===== config.mk =====
export PLATFORM = sky130hd
export DESIGN_NAME = grid_maze_dfs_path_finder
export DESIGN_NICKNAME = d
export VERILOG_FILES = /design/src/sv/gmdfs_pkg.sv /design/src/sv/gmdfs_sequencer.sv /design/src/sv/grid_maze_dfs_path_finder.sv
export SDC_FILE = /design/constraint.sdc
export NUM_CORES = 1
export LEC_CHECK = 0
export BUFFER_PORTS_ARGS = -buffer_cell sky130_fd_sc_hd__buf_2
export CORE_MARGIN = 4
export CORE_UTILIZATION = 30
export CTS_CLUSTER_DIAMETER = 50
export DETAILED_ROUTE_END_ITERATION = 16
export PLACE_DENSITY_LB_ADDON = 0.15
export SYNTH_ARGS = -nofsm -noshare
export SYNTH_HDL_FRONTEND = slang
export SYNTH_HIERARCHICAL = 1
export SYNTH_SLANG_ARGS = --single-unit

===== constraint.sdc =====
create_clock -name clock -period 7.8 [get_ports clock]
set_input_delay 1.17 -clock clock [delete_from_list [all_inputs] [get_ports clock]]
set_output_delay 1.17 -clock clock [all_outputs]
set_load 0.05 [all_outputs]

===== src/sv/gmdfs_pkg.sv =====
// ----------------------------------------------------------------------------
// gmdfs_pkg: shared types and microcode for the grid maze path finder
// Request/response payloads, stack entry layout, control word format and the
// read-only microprogram that drives the search datapath.
// ----------------------------------------------------------------------------
package gmdfs_pkg;

   localparam int COORD_W     = 3;
   localparam int DIR_W       = 3;
   localparam int COUNT_W     = 4;
   localparam int CSR_INDEX_W = 1;

   // Configuration register indexes
   typedef enum logic [CSR_INDEX_W-1:0] {
      CSR_ROW_COUNT = 1'b0,
      CSR_COL_COUNT = 1'b1
   } csr_index_type;

   // Move directions, in the order the search tries them
   typedef enum logic [DIR_W-1:0] {
      DIR_NONE  = 3'd0,
      DIR_DOWN  = 3'd1,
      DIR_RIGHT = 3'd2,
      DIR_UP    = 3'd3,
      DIR_LEFT  = 3'd4
   } dir_type;

   typedef struct packed {
      logic               mode;
      logic [COORD_W-1:0] cell_row;
      logic [COORD_W-1:0] cell_col;
      logic               cell_wall;
      logic [COORD_W-1:0] start_row;
      logic [COORD_W-1:0] start_col;
      logic [COORD_W-1:0] exit_row;
      logic [COORD_W-1:0] exit_col;
   } req_type;

   typedef struct packed {
      logic               found;
      logic [COORD_W-1:0] pos_row;
      logic [COORD_W-1:0] pos_col;
      logic [DIR_W-1:0]   step_dir;
      logic               last;
   } rsp_type;

   typedef struct packed {
      logic [DIR_W-1:0]   dir;
      logic [COORD_W-1:0] col;
      logic [COORD_W-1:0] row;
   } stack_entry_type;

   // Microprogram addresses
   typedef enum logic [3:0] {
      ST_IDLE,
      ST_CHK_START,
      ST_MARK,
      ST_TEST,
      ST_DIR_CHK,
      ST_ADVANCE,
      ST_SEED,
      ST_FLOOD,
      ST_DECIDE,
      ST_PUSH,
      ST_POP,
      ST_RELOAD,
      ST_NOT_FOUND,
      ST_EMIT_TOP,
      ST_EMIT_RD,
      ST_EMIT_MEM
   } step_type;

   // Datapath operations
   typedef enum logic [3:0] {
      OP_NONE,
      OP_ACCEPT,
      OP_MARK_TOP,
      OP_STEP_DIR,
      OP_SEED,
      OP_GROW,
      OP_PUSH,
      OP_POP,
      OP_LOAD_TOP,
      OP_EMIT_NF,
      OP_EMIT_TOP,
      OP_READ,
      OP_EMIT_MEM
   } op_type;

   // Branch conditions
   typedef enum logic [3:0] {
      C_NEVER,
      C_NO_SEARCH,
      C_START_OUT,
      C_TOP_IS_EXIT,
      C_DIR_DONE,
      C_NBR_BLOCKED,
      C_FLOOD_BUSY,
      C_EXIT_UNREACHED,
      C_DEPTH_ONE,
      C_OUT_BUSY,
      C_DEPTH_ZERO
   } cond_type;

   typedef struct packed {
      op_type   op;
      cond_type cond;
      step_type jump;
      step_type next;
   } ctrl_word_type;

   typedef struct packed {
      logic no_search;
      logic start_out;
      logic top_is_exit;
      logic dir_done;
      logic nbr_blocked;
      logic flood_busy;
      logic exit_unreached;
      logic depth_one;
      logic out_busy;
      logic depth_zero;
   } flags_type;

   function automatic ctrl_word_type cw(input op_type op, input cond_type cond,
                                        input step_type jump, input step_type next);
      ctrl_word_type w;
      w.op   = op;
      w.cond = cond;
      w.jump = jump;
      w.next = next;
      return w;
   endfunction

   // Microprogram: taken branch goes to jump, otherwise to next
   function automatic ctrl_word_type ucode_word(input step_type step);
      ctrl_word_type w;
      w = cw(OP_NONE, C_NEVER, ST_IDLE, ST_IDLE);
      case (step)
         ST_IDLE:      w = cw(OP_ACCEPT,   C_NO_SEARCH,      ST_IDLE,      ST_CHK_START);
         ST_CHK_START: w = cw(OP_NONE,     C_START_OUT,      ST_NOT_FOUND, ST_MARK);
         ST_MARK:      w = cw(OP_MARK_TOP, C_NEVER,          ST_TEST,      ST_TEST);
         ST_TEST:      w = cw(OP_NONE,     C_TOP_IS_EXIT,    ST_EMIT_TOP,  ST_DIR_CHK);
         ST_DIR_CHK:   w = cw(OP_NONE,     C_DIR_DONE,       ST_POP,       ST_ADVANCE);
         ST_ADVANCE:   w = cw(OP_STEP_DIR, C_NEVER,          ST_SEED,      ST_SEED);
         ST_SEED:      w = cw(OP_SEED,     C_NBR_BLOCKED,    ST_DIR_CHK,   ST_FLOOD);
         ST_FLOOD:     w = cw(OP_GROW,     C_FLOOD_BUSY,     ST_FLOOD,     ST_DECIDE);
         ST_DECIDE:    w = cw(OP_NONE,     C_EXIT_UNREACHED, ST_DIR_CHK,   ST_PUSH);
         ST_PUSH:      w = cw(OP_PUSH,     C_NEVER,          ST_TEST,      ST_TEST);
         ST_POP:       w = cw(OP_POP,      C_DEPTH_ONE,      ST_NOT_FOUND, ST_RELOAD);
         ST_RELOAD:    w = cw(OP_LOAD_TOP, C_NEVER,          ST_DIR_CHK,   ST_DIR_CHK);
         ST_NOT_FOUND: w = cw(OP_EMIT_NF,  C_OUT_BUSY,       ST_NOT_FOUND, ST_IDLE);
         ST_EMIT_TOP:  w = cw(OP_EMIT_TOP, C_OUT_BUSY,       ST_EMIT_TOP,  ST_EMIT_RD);
         ST_EMIT_RD:   w = cw(OP_READ,     C_DEPTH_ZERO,     ST_IDLE,      ST_EMIT_MEM);
         ST_EMIT_MEM:  w = cw(OP_EMIT_MEM, C_OUT_BUSY,       ST_EMIT_MEM,  ST_EMIT_RD);
         default:      w = cw(OP_NONE,     C_NEVER,          ST_IDLE,      ST_IDLE);
      endcase
      return w;
   endfunction

endpackage


===== src/sv/gmdfs_sequencer.sv =====
// ----------------------------------------------------------------------------
// gmdfs_sequencer: microcode sequencer for the maze search
// Holds the step counter, fetches the control word from the microprogram and
// picks the next step from the selected branch condition.
// ----------------------------------------------------------------------------
module gmdfs_sequencer (
   input  logic                     clock,
   input  logic                     reset,
   input  gmdfs_pkg::flags_type     flags,
   output gmdfs_pkg::ctrl_word_type ctrl
);

   gmdfs_pkg::step_type step_ff;
   gmdfs_pkg::step_type step_in;
   logic                cond_hit;

   // Fetch the control word for the current step
   always_comb begin
      ctrl = gmdfs_pkg::ucode_word(step_ff);
   end

   // Select the branch condition and form the next step
   always_comb begin
      case (ctrl.cond)
         gmdfs_pkg::C_NEVER:          cond_hit = 1'b0;
         gmdfs_pkg::C_NO_SEARCH:      cond_hit = flags.no_search;
         gmdfs_pkg::C_START_OUT:      cond_hit = flags.start_out;
         gmdfs_pkg::C_TOP_IS_EXIT:    cond_hit = flags.top_is_exit;
         gmdfs_pkg::C_DIR_DONE:       cond_hit = flags.dir_done;
         gmdfs_pkg::C_NBR_BLOCKED:    cond_hit = flags.nbr_blocked;
         gmdfs_pkg::C_FLOOD_BUSY:     cond_hit = flags.flood_busy;
         gmdfs_pkg::C_EXIT_UNREACHED: cond_hit = flags.exit_unreached;
         gmdfs_pkg::C_DEPTH_ONE:      cond_hit = flags.depth_one;
         gmdfs_pkg::C_OUT_BUSY:       cond_hit = flags.out_busy;
         gmdfs_pkg::C_DEPTH_ZERO:     cond_hit = flags.depth_zero;
         default:                     cond_hit = 1'b0;
      endcase
      step_in = cond_hit ? ctrl.jump : ctrl.next;
   end

   // Advance the step counter
   always_ff @(posedge clock) begin
      if (reset) begin
         step_ff <= gmdfs_pkg::ST_IDLE;
      end else begin
         step_ff <= step_in;
      end
   end

endmodule


===== src/sv/grid_maze_dfs_path_finder.sv =====
// Load requests can be accepted back to back while the block is idle.
// A search runs one flood-fill pass per open neighbour tried, and the flood
// fill bounds the search time. Path output emits the exit cell, then reads
// and emits each stack entry below it in turn, back to the entrance.
// Reset clears the maze bitmap and the stack depth and restores both counts
// to 8; no clearing pass follows.
// ----------------------------------------------------------------------------
// grid_maze_dfs_path_finder: depth-first maze search with an explicit stack
// Loads maze cells into a wall bitmap, walks the maze from entrance to exit
// under microcode control and returns the path from exit back to entrance.
// ----------------------------------------------------------------------------
module grid_maze_dfs_path_finder #(
   parameter int MAX_ROWS = 8,
   parameter int MAX_COLS = 8
) (
   input  logic                                 clock,
   input  logic                                 reset,
   input  logic                                 req_valid,
   output logic                                 req_ready,
   input  gmdfs_pkg::req_type                   req_data,
   output logic                                 rsp_valid,
   input  logic                                 rsp_ready,
   output gmdfs_pkg::rsp_type                   rsp_data,
   input  logic                                 csr_valid,
   output logic                                 csr_ready,
   input  logic [gmdfs_pkg::CSR_INDEX_W-1:0]    csr_index,
   input  logic [gmdfs_pkg::COUNT_W-1:0]        csr_data
);

   localparam int CELLS   = MAX_ROWS * MAX_COLS;
   localparam int CELL_W  = $clog2(CELLS);
   localparam int DEPTH_W = $clog2(CELLS + 1);
   localparam int CW      = gmdfs_pkg::COUNT_W;
   localparam int XW      = gmdfs_pkg::COORD_W;
   localparam int DW      = gmdfs_pkg::DIR_W;
   localparam logic [CW-1:0] MAX_R_CNT = CW'(MAX_ROWS);
   localparam logic [CW-1:0] MAX_C_CNT = CW'(MAX_COLS);
   localparam logic [CW-1:0] CNT_RESET = CW'(8);

   function automatic logic [CELL_W-1:0] cell_idx(input logic [XW-1:0] r,
                                                  input logic [XW-1:0] c);
      int flat;
      flat = int'(r) * MAX_COLS + int'(c);
      return flat[CELL_W-1:0];
   endfunction

   // Control
   gmdfs_pkg::ctrl_word_type ctrl;
   gmdfs_pkg::flags_type     flags;

   // Configuration
   logic [CW-1:0] row_count_ff, row_count_in;
   logic [CW-1:0] col_count_ff, col_count_in;
   logic [CW-1:0] row_lim, col_lim;

   // Maze and flood-fill state
   logic [CELLS-1:0] maze_ff, maze_in;
   logic [CELLS-1:0] reach_ff, reach_in;
   logic [CELLS-1:0] active;
   logic [CELLS-1:0] grow;

   // Top of stack and search target
   logic [XW-1:0]      top_r_ff, top_r_in;
   logic [XW-1:0]      top_c_ff, top_c_in;
   logic [DW-1:0]      top_d_ff, top_d_in;
   logic [XW-1:0]      exit_r_ff, exit_r_in;
   logic [XW-1:0]      exit_c_ff, exit_c_in;
   logic [DEPTH_W-1:0] depth_ff, depth_in;
   logic [DEPTH_W-1:0] depth_m1, depth_m2;

   // Stack memory below the top entry
   gmdfs_pkg::stack_entry_type stack_mem [CELLS];
   gmdfs_pkg::stack_entry_type mem_rd_ff;
   gmdfs_pkg::stack_entry_type mem_wr_data;
   logic                       mem_we, mem_re;
   logic [CELL_W-1:0]          mem_wr_addr, mem_rd_addr;

   // Output register
   logic               rsp_valid_ff, rsp_valid_in;
   gmdfs_pkg::rsp_type rsp_data_ff, rsp_data_in;
   logic               out_free;

   // Decoded cell facts
   logic              top_in, exit_in, nbr_in, load_ok, exit_hit;
   logic [XW-1:0]     nbr_r, nbr_c;
   logic [CELL_W-1:0] top_idx, exit_idx, nbr_idx, load_idx;

   gmdfs_sequencer u_seq (
      .clock (clock),
      .reset (reset),
      .flags (flags),
      .ctrl  (ctrl)
   );

   assign req_ready = (ctrl.op == gmdfs_pkg::OP_ACCEPT);
   assign csr_ready = 1'b1;
   assign rsp_valid = rsp_valid_ff;
   assign rsp_data  = rsp_data_ff;
   assign out_free  = !rsp_valid_ff || rsp_ready;

   // Saturate counts into 1..MAX
   always_comb begin
      if (row_count_ff == '0) begin
         row_lim = CW'(1);
      end else if (row_count_ff > MAX_R_CNT) begin
         row_lim = MAX_R_CNT;
      end else begin
         row_lim = row_count_ff;
      end
      if (col_count_ff == '0) begin
         col_lim = CW'(1);
      end else if (col_count_ff > MAX_C_CNT) begin
         col_lim = MAX_C_CNT;
      end else begin
         col_lim = col_count_ff;
      end
   end

   // Active-grid mask and one flood-fill growth step over all cells
   for (genvar gr = 0; gr < MAX_ROWS; gr++) begin : g_row
      for (genvar gc = 0; gc < MAX_COLS; gc++) begin : g_col
         localparam int I = gr * MAX_COLS + gc;
         logic up_hit, dn_hit, lf_hit, rt_hit;
         if (gr > 0) begin : g_up
            assign up_hit = reach_ff[I-MAX_COLS];
         end else begin : g_no_up
            assign up_hit = 1'b0;
         end
         if (gr < MAX_ROWS - 1) begin : g_dn
            assign dn_hit = reach_ff[I+MAX_COLS];
         end else begin : g_no_dn
            assign dn_hit = 1'b0;
         end
         if (gc > 0) begin : g_lf
            assign lf_hit = reach_ff[I-1];
         end else begin : g_no_lf
            assign lf_hit = 1'b0;
         end
         if (gc < MAX_COLS - 1) begin : g_rt
            assign rt_hit = reach_ff[I+1];
         end else begin : g_no_rt
            assign rt_hit = 1'b0;
         end
         assign active[I] = (CW'(gr) < row_lim) && (CW'(gc) < col_lim);
         assign grow[I]   = reach_ff[I]
                          | (active[I] & ~maze_ff[I] & (up_hit | dn_hit | lf_hit | rt_hit));
      end
   end

   // Locate top, exit and load cells
   always_comb begin
      top_in   = (CW'(top_r_ff) < row_lim) && (CW'(top_c_ff) < col_lim);
      exit_in  = (CW'(exit_r_ff) < row_lim) && (CW'(exit_c_ff) < col_lim);
      load_ok  = (int'(req_data.cell_row) < MAX_ROWS) && (int'(req_data.cell_col) < MAX_COLS);
      top_idx  = top_in ? cell_idx(top_r_ff, top_c_ff) : '0;
      exit_idx = exit_in ? cell_idx(exit_r_ff, exit_c_ff) : '0;
      load_idx = load_ok ? cell_idx(req_data.cell_row, req_data.cell_col) : '0;
      exit_hit = exit_in && reach_ff[exit_idx];
      depth_m1 = depth_ff - DEPTH_W'(1);
      depth_m2 = depth_ff - DEPTH_W'(2);
   end

   // Neighbor of the top cell in its current direction
   always_comb begin
      nbr_in = 1'b0;
      nbr_r  = top_r_ff;
      nbr_c  = top_c_ff;
      case (top_d_ff)
         gmdfs_pkg::DIR_DOWN: begin
            nbr_in = (CW'(top_r_ff) + CW'(1)) < row_lim;
            nbr_r  = top_r_ff + XW'(1);
         end
         gmdfs_pkg::DIR_RIGHT: begin
            nbr_in = (CW'(top_c_ff) + CW'(1)) < col_lim;
            nbr_c  = top_c_ff + XW'(1);
         end
         gmdfs_pkg::DIR_UP: begin
            nbr_in = (top_r_ff != '0);
            nbr_r  = top_r_ff - XW'(1);
         end
         gmdfs_pkg::DIR_LEFT: begin
            nbr_in = (top_c_ff != '0);
            nbr_c  = top_c_ff - XW'(1);
         end
         default: begin
            nbr_in = 1'b0;
         end
      endcase
      nbr_idx = nbr_in ? cell_idx(nbr_r, nbr_c) : '0;
   end

   // Branch conditions for the sequencer
   always_comb begin
      flags.no_search      = !(req_valid && req_data.mode);
      flags.start_out      = !top_in;
      flags.top_is_exit    = (top_r_ff == exit_r_ff) && (top_c_ff == exit_c_ff);
      flags.dir_done       = (top_d_ff == gmdfs_pkg::DIR_LEFT);
      flags.nbr_blocked    = !nbr_in || maze_ff[nbr_idx];
      flags.flood_busy     = !exit_hit && (grow != reach_ff);
      flags.exit_unreached = !exit_hit;
      flags.depth_one      = (depth_ff == DEPTH_W'(1));
      flags.out_busy       = !out_free;
      flags.depth_zero     = (depth_ff == '0);
   end

   // Configuration writes
   always_comb begin
      row_count_in = row_count_ff;
      col_count_in = col_count_ff;
      if (csr_valid) begin
         case (csr_index)
            gmdfs_pkg::CSR_ROW_COUNT: row_count_in = csr_data;
            gmdfs_pkg::CSR_COL_COUNT: col_count_in = csr_data;
            default: ;
         endcase
      end
   end

   // Datapath: execute the control word's operation
   always_comb begin
      maze_in      = maze_ff;
      reach_in     = reach_ff;
      top_r_in     = top_r_ff;
      top_c_in     = top_c_ff;
      top_d_in     = top_d_ff;
      exit_r_in    = exit_r_ff;
      exit_c_in    = exit_c_ff;
      depth_in     = depth_ff;
      rsp_valid_in = rsp_valid_ff && !rsp_ready;
      rsp_data_in  = rsp_data_ff;
      mem_we       = 1'b0;
      mem_re       = 1'b0;
      mem_wr_addr  = depth_m1[CELL_W-1:0];
      mem_rd_addr  = depth_m1[CELL_W-1:0];
      mem_wr_data.dir = top_d_ff;
      mem_wr_data.col = top_c_ff;
      mem_wr_data.row = top_r_ff;
      case (ctrl.op)
         gmdfs_pkg::OP_ACCEPT: begin
            if (req_valid && !req_data.mode) begin
               if (load_ok) begin
                  maze_in[load_idx] = req_data.cell_wall;
               end
            end else if (req_valid) begin
               top_r_in  = req_data.start_row;
               top_c_in  = req_data.start_col;
               top_d_in  = gmdfs_pkg::DIR_NONE;
               exit_r_in = req_data.exit_row;
               exit_c_in = req_data.exit_col;
               depth_in  = DEPTH_W'(1);
            end
         end
         gmdfs_pkg::OP_MARK_TOP: begin
            maze_in[top_idx] = 1'b1;
         end
         gmdfs_pkg::OP_STEP_DIR: begin
            top_d_in = top_d_ff + DW'(1);
         end
         gmdfs_pkg::OP_SEED: begin
            reach_in          = '0;
            reach_in[nbr_idx] = 1'b1;
         end
         gmdfs_pkg::OP_GROW: begin
            reach_in = grow;
         end
         gmdfs_pkg::OP_PUSH: begin
            mem_we           = 1'b1;
            top_r_in         = nbr_r;
            top_c_in         = nbr_c;
            top_d_in         = gmdfs_pkg::DIR_NONE;
            depth_in         = depth_ff + DEPTH_W'(1);
            maze_in[nbr_idx] = 1'b1;
         end
         gmdfs_pkg::OP_POP: begin
            maze_in[top_idx] = 1'b0;
            depth_in         = depth_m1;
            mem_re           = 1'b1;
            mem_rd_addr      = depth_m2[CELL_W-1:0];
         end
         gmdfs_pkg::OP_LOAD_TOP: begin
            top_r_in = mem_rd_ff.row;
            top_c_in = mem_rd_ff.col;
            top_d_in = mem_rd_ff.dir;
         end
         gmdfs_pkg::OP_EMIT_NF: begin
            if (out_free) begin
               rsp_valid_in         = 1'b1;
               rsp_data_in.found    = 1'b0;
               rsp_data_in.pos_row  = '0;
               rsp_data_in.pos_col  = '0;
               rsp_data_in.step_dir = '0;
               rsp_data_in.last     = 1'b1;
               depth_in             = '0;
            end
         end
         gmdfs_pkg::OP_EMIT_TOP: begin
            if (out_free) begin
               rsp_valid_in         = 1'b1;
               rsp_data_in.found    = 1'b1;
               rsp_data_in.pos_row  = top_r_ff;
               rsp_data_in.pos_col  = top_c_ff;
               rsp_data_in.step_dir = top_d_ff;
               rsp_data_in.last     = flags.depth_one;
               depth_in             = depth_m1;
            end
         end
         gmdfs_pkg::OP_READ: begin
            mem_re = 1'b1;
         end
         gmdfs_pkg::OP_EMIT_MEM: begin
            if (out_free) begin
               rsp_valid_in         = 1'b1;
               rsp_data_in.found    = 1'b1;
               rsp_data_in.pos_row  = mem_rd_ff.row;
               rsp_data_in.pos_col  = mem_rd_ff.col;
               rsp_data_in.step_dir = mem_rd_ff.dir;
               rsp_data_in.last     = flags.depth_one;
               depth_in             = depth_m1;
            end
         end
         default: ;
      endcase
   end

   // Stack memory: one write and one registered read per cycle
   always_ff @(posedge clock) begin
      if (mem_we) begin
         stack_mem[mem_wr_addr] <= mem_wr_data;
      end
      if (mem_re) begin
         mem_rd_ff <= stack_mem[mem_rd_addr];
      end
   end

   // Control and maze registers
   always_ff @(posedge clock) begin
      if (reset) begin
         row_count_ff <= CNT_RESET;
         col_count_ff <= CNT_RESET;
         maze_ff      <= '0;
         depth_ff     <= '0;
         rsp_valid_ff <= 1'b0;
      end else begin
         row_count_ff <= row_count_in;
         col_count_ff <= col_count_in;
         maze_ff      <= maze_in;
         depth_ff     <= depth_in;
         rsp_valid_ff <= rsp_valid_in;
      end
   end

   // Payload registers
   always_ff @(posedge clock) begin
      reach_ff    <= reach_in;
      top_r_ff    <= top_r_in;
      top_c_ff    <= top_c_in;
      top_d_ff    <= top_d_in;
      exit_r_ff   <= exit_r_in;
      exit_c_ff   <= exit_c_in;
      rsp_data_ff <= rsp_data_in;
   end

   // The flood fill only ever covers open cells
   a_reach_open: assert property (@(posedge clock) disable iff (reset)
      ctrl.op == gmdfs_pkg::OP_GROW |-> (reach_ff & maze_ff) == '0)
      else $error("flood fill reached a walled cell");

   // The cell on top of the stack is always marked while its neighbors are tried
   a_top_marked: assert property (@(posedge clock) disable iff (reset)
      ctrl.op == gmdfs_pkg::OP_STEP_DIR |-> maze_ff[top_idx])
      else $error("top of stack is not marked in the bitmap");

   // Emitting the exit cell always loads a found response
   a_emit_top: assert property (@(posedge clock) disable iff (reset)
      (ctrl.op == gmdfs_pkg::OP_EMIT_TOP && out_free) |=> rsp_valid_ff && rsp_data_ff.found)
      else $error("exit cell response missing");

   // Stack never grows past the number of cells
   a_depth_range: assert property (@(posedge clock) disable iff (reset)
      int'(depth_ff) <= CELLS)
      else $error("stack depth out of range");

endmodule

* After elaboration in Yosys (flattened, before gate mapping)
Memories as Yosys holds them, arrays and structs flattened. A register that Yosys moved wholly into a read port is not among the register bits. Index checks and enable logic that the tools add are counted.
Storage, ports and cells: flip-flop bits (word level) 170, latch bits 0, bits in writable memories 576, bits in read-only memories 256, input bits 30, memories 2
Cells by class: add/subtract/negate cells 14, multipliers 0, divide/modulo/power cells 0, magnitude comparators 31, equal/unequal tests 37, shifts and indexed selects 0, muxes and demuxes 52, bitwise operators 422, reductions and logical operators 107
Memory list:
- stack_mem | depth 64, width 9, rd ports 1, clocked after Yosys merged registers in 1, write ports 1, RTL line grid_maze_dfs_path_finder.sv:72 | gmdfs_pkg::stack_entry_type stack_mem [CELLS];
- (name not given) | depth 16, width 16, rd ports 1, clocked after Yosys merged registers in 1, write ports 0, RTL line gmdfs_pkg.sv:139 | case (step)
Operators by type and width (count):
- $pmux 64 s4 | 1
- $or 1x1->1 | 224
- $and 1x1->1 | 128
- $or 64x64->64 | 2
- $pmux 64 s2 | 1
- $logic_and 1x1->1 | 75
- $not 1->1 | 66
- $and 64x64->64 | 1
- $bwmux 64 | 1
- $mux 64 | 1
- $ne 64x64->1 | 1
- $not 64->64 | 1
- $pmux 7 s5 | 1
- $mux 11 | 3
- $pmux 11 s3 | 1
- $eq 4x3->1 const B | 8
- $eq 4x4->1 const B | 8
- $lt 3x4->1 const A | 8
- $lt 6x7->1 const B | 4
- $mux 7 | 4
- $add 6x3->6 | 4
- $mux 4 | 6
- $mux 6 | 4
- $demux 1 s6 | 3
- 43 further kinds | 107

* Longest topological paths before layout
depth in word-level cells 14, mapped depth 29

* By module
Netlist, hierarchy kept.
Modules (own cells, without submodules):
- grid_maze_dfs_path_finder | instances 1, cells each 2913, area each 37163.1 um^2
- gmdfs_sequencer | instances 1, cells each 156, area each 1272.5 um^2

* Least setup slack after synthesis
No wires, ideal clock.
path kind register to register, from reg top_r_ff[0], to reg u_seq/ctrl[4] (netlist name), setup time 0.122 ns, arrival 6.049 ns, required time 7.678 ns, path slack 1.629 ns, stages on the path, launching flop included 28, cells stage by stage edfxtp_1 -> buf_4 -> buf_1 -> nand3_1 -> inv_1 -> ha_1 -> a21o_1 -> a2111oi_4 -> a22oi_4 -> nand2_1 -> buf_2 -> buf_2 -> o211ai_1 -> a221oi_1 -> nand3_1 -> a32oi_1 -> nand3_1 -> nand3b_1 -> a21oi_1 -> nor3_2 -> nand2_2 -> clkbuf_1 -> mux2i_1 -> nor2_1 -> inv_1 -> ha_1 -> o2bb2ai_1 -> a221o_1
RTL lines:
- start: declaration | RTL line grid_maze_dfs_path_finder.sv:63 | logic [XW-1:0] top_r_ff, top_r_in;
- start signal: assignment | RTL line grid_maze_dfs_path_finder.sv:355 | top_r_ff <= top_r_in;

==> reports/results.ini <==
[place]
dp_hpwl_um=103000
gp_congestion=0.953
numPortBuffers=42
dp_cells=4626

[timing]
fmax_mhz=144
tightest_slew_ps=1310
rsz0062_at_grt=no
hold_violations=0
finalCritPeriodShare_pct=88.8
drv_slew=0
finalCriticalPeriod_ps=6930
finClkSkew_ps=54.4
setup_viol=0
slew_headroom_pct=12.1
setup-tns-final_ps=0

[critical_path]
worst_setup_path_start_kind=register
rr_worst_depth=22
endpoint_kind=register
cp-startpoint=top_r_ff[0]
critPathArrivalTime_ps=7510
r2r_setup_slack_ps=870
worstPathRequired_ps=8380
crit_fanout=20
critical_path_class=reg2reg
r2r-start=top_r_ff[0]
reg2reg_to=u_seq/ctrl[7]
endpoint=u_seq/ctrl[7]

[yosys]
yosysMostFrequentCell=edfxtp_1
avgSynthCellArea_sq_um=12.5
yosys.area.top_type=edfxtp_1
synth_warnings=6
synth_edf_count=675
netlist_area_sq_um=38400
synthArstFlopShare_pct=0
synthTopCellsByArea=edfxtp_1 53%, mux4_2 8.8%, dfxtp_1 5.0%, a21oi_1 2.8%, nor2_1 2.3%
yosysUniqueCellTypes=110
ys_ff_latch=771
syn-num-nets=3136
yosysSeqAreaShare_pct=57.7
syn_inst=3069
ys_top_cells_by_count=675 x edfxtp_1, 234 x nor2_1, 218 x a21oi_1, 154 x o21ai_0, 153 x nand2_1
synth_ff_type=edfxtp_1
synth_top_area_share_pct=52.7

[global_routing]
grt_pass1_wl_um=214000
track_usage_pct=21.8
antenna_found_initial=4
gr-total-overflow=0
grt_max_degree=109
grt_pass1_vias=28400

[detailed_routing]
num_vias=28600
antenna_left=0
first_iter_violations=3518
routed_wl_um=151000
dr.pass1.iters=9
wl_per_cell_um=31.2
drc_errors=0
routed_via_density=5.92

[die]
die-area_sq_um=134000
initial_utilization_pct=30.2
die_w_um=366
io_pins=44
core_sq_um=127000
die_h_um=366
core.rowCount=131

[power_and_ir_drop]
power_mw=14.1
power_density_nw_per_um2=320
clkPwrFrac_pct=35.2
p_int_mw=9.16
leakage_nw=13.9
swShare_pct=35.0
switchingPower_mw=4.93
pwr-share-seq_pct=36.0
ir_drop_mv=0.196
p_comb_share_pct=28.8

[clock_tree]
root_buffer=clkbuf_16
cts.htree.levels=3
post-cts-setup-buffers=0
clockBufferDepth=3
clk_pin_slew_ps=60
clock_latency_ps=740
cts_resized=0
cts_tree=built
hold_buffers=0
cts_sinks=771
cts_made_buffers=107

[final_layout]
stdcell_count=4834
fin_nets=3140
drive_gt1_share_pct=16.2
syn_to_final_growth_pct=14.7
fin_util_pct=34.6
fill_cells=12500

[flow_run]
maxCapViolCount=0

[hold_path]
hp-class=reg2reg
min_path_cells=2

[status]
status=complete, no violations

-- stage by stage --
| stage | worst slack [ps] | hold WS (ps) | area [sq um] |
|---|---|---|---|
| 3_3_place_gp | 1190 | 563 | 40400 |
| 4_1_cts | 996 | 569 | 44100 |
| 2_1_floorplan | 1630 | 472 | 38400 |
| 3_5_place_dp | 971 | 579 | 40400 |
| 6_report | 872 | 584 | 44100 |
| 5_1_grt | 526 | 589 | 44100 |
-- state kept, by name (all words and copies together), names as in the netlist, named ones only --
name / flops
top_c_ff: 3
rsp_data: 11
mem_rd_ff: 9
row_count_ff: 4
top_d_ff: 3
rsp_valid: 1
top_r_ff: 3
depth_ff: 7
stack_mem: 576
col_count_ff: 4
u_seq/ctrl: 16
reach_ff: 64
exit_c_ff: 3
exit_r_ff: 3
-- power groups by stage --
| stage | Combinational, mW | Sequential, mW | Clock [mW] |
|---|---|---|---|
| final | 4.06 | 5.07 | 4.96 |
| after global routing | 4.36 | 5.07 | 5.26 |
| after CTS | 4.07 | 5.05 | 5.09 |
| after detailed placement | 4.06 | 5.14 | 0 |
| after global placement | 4.06 | 5.14 | 0 |
| after floorplan | 2.74 | 5.05 | 0 |
-- area by class of cell --
cell class                 count  area [sq um]  area share (%)
inverter                      73           274           0.622
antenna                        5          12.5          0.0284
timing repair buffer         116           806            1.83
clock buffer                 124          2780            6.31
sequential                   771         22200            50.4
multi-input combinational   2004         15000            34.1
tap                         1662          2080            4.72
clock inverter                79           896            2.03
-- metal layers --
metal	GRT usage, %	share of wire, %	up-vias
met1	29.3	42	14600
met2	34.5	46	1379
li1	-	-	12300
met4	9.27	4.9	0
met5	0	0	-
met3	4.20	7.2	377
-- cells in the final DEF (no fill, tap or decap), types with 12 or more instances in the layout --
master        n
edfxtp_1    675
nor2_1      229
a21oi_1     217
o21ai_0     154
nand2_1     152
mux4_2      150
nor3_1      130
clkbuf_16   108
dfxtp_1      96
nor4_1       91
a211oi_1     88
buf_4        72
nand3_1      68
inv_1        67
mux2i_1      63
o31ai_1      50
nor2b_1      47
buf_2        41
ha_1         35
a22oi_1      32
a31oi_1      31
a311oi_1     31
o211ai_1     28
and3_1       22
clkinv_1     21
o21ai_1      21
a2111oi_0    20
nand2b_1     19
o22ai_1      19
nand3b_1     18
nand4_1      17
a22o_1       14
clkbuf_1     14
xor2_1       13
xnor2_1      13
clkinv_2     13
clkinvlp_4   13
or3_1        12
bufinv_16    12
-- worst max-delay path: stages, from the launching register on --
cell and delay, ps:
edfxtp_1 940, inv_2 270, ha_1 380, ha_1 350, a2111oi_4 100, a22oi_4 280
nand2_1 500, and3_1 600, a222oi_1 530, a21oi_1 130, a32oi_1 240, nand3_1 220
nand3b_1 150, a21oi_1 100, or3_1 440, nor2_1 160, nand2_1 100, a21oi_1 330
inv_1 150, ha_1 320, nand3_1 110, o21ai_1 80, a221o_1 300
-- logic make-up (layout without fill, tap and decap cells) --
group           count (synthesis)  after routing  share of synthesized area (%)
compound gates                841            841                           14.7
xor+xnor                       29             29                          0.700
fa+ha+maj                      37             37                           1.24
buf+inv                       294            392                           3.45
flops                         771            771                           57.7
mux                           219            219                           10.6
other cells                     1              6                        0.00976
simple gates                  877            877                           11.5
-- worst min-delay path by stage --
| stage | from | endpoint |
|---|---|---|
| global placement | depth_ff[6] | depth_ff[6] |
| floorplan | register | register |
| global route | req_data[2] | exit_c_ff[2] |
| finish | depth_ff[6] | depth_ff[6] |
| detailed placement | depth_ff[1] | depth_ff[1] |
| CTS | req_data[0] | exit_c_ff[0] |
No activity file was read; power rests on OpenSTA's default activity.
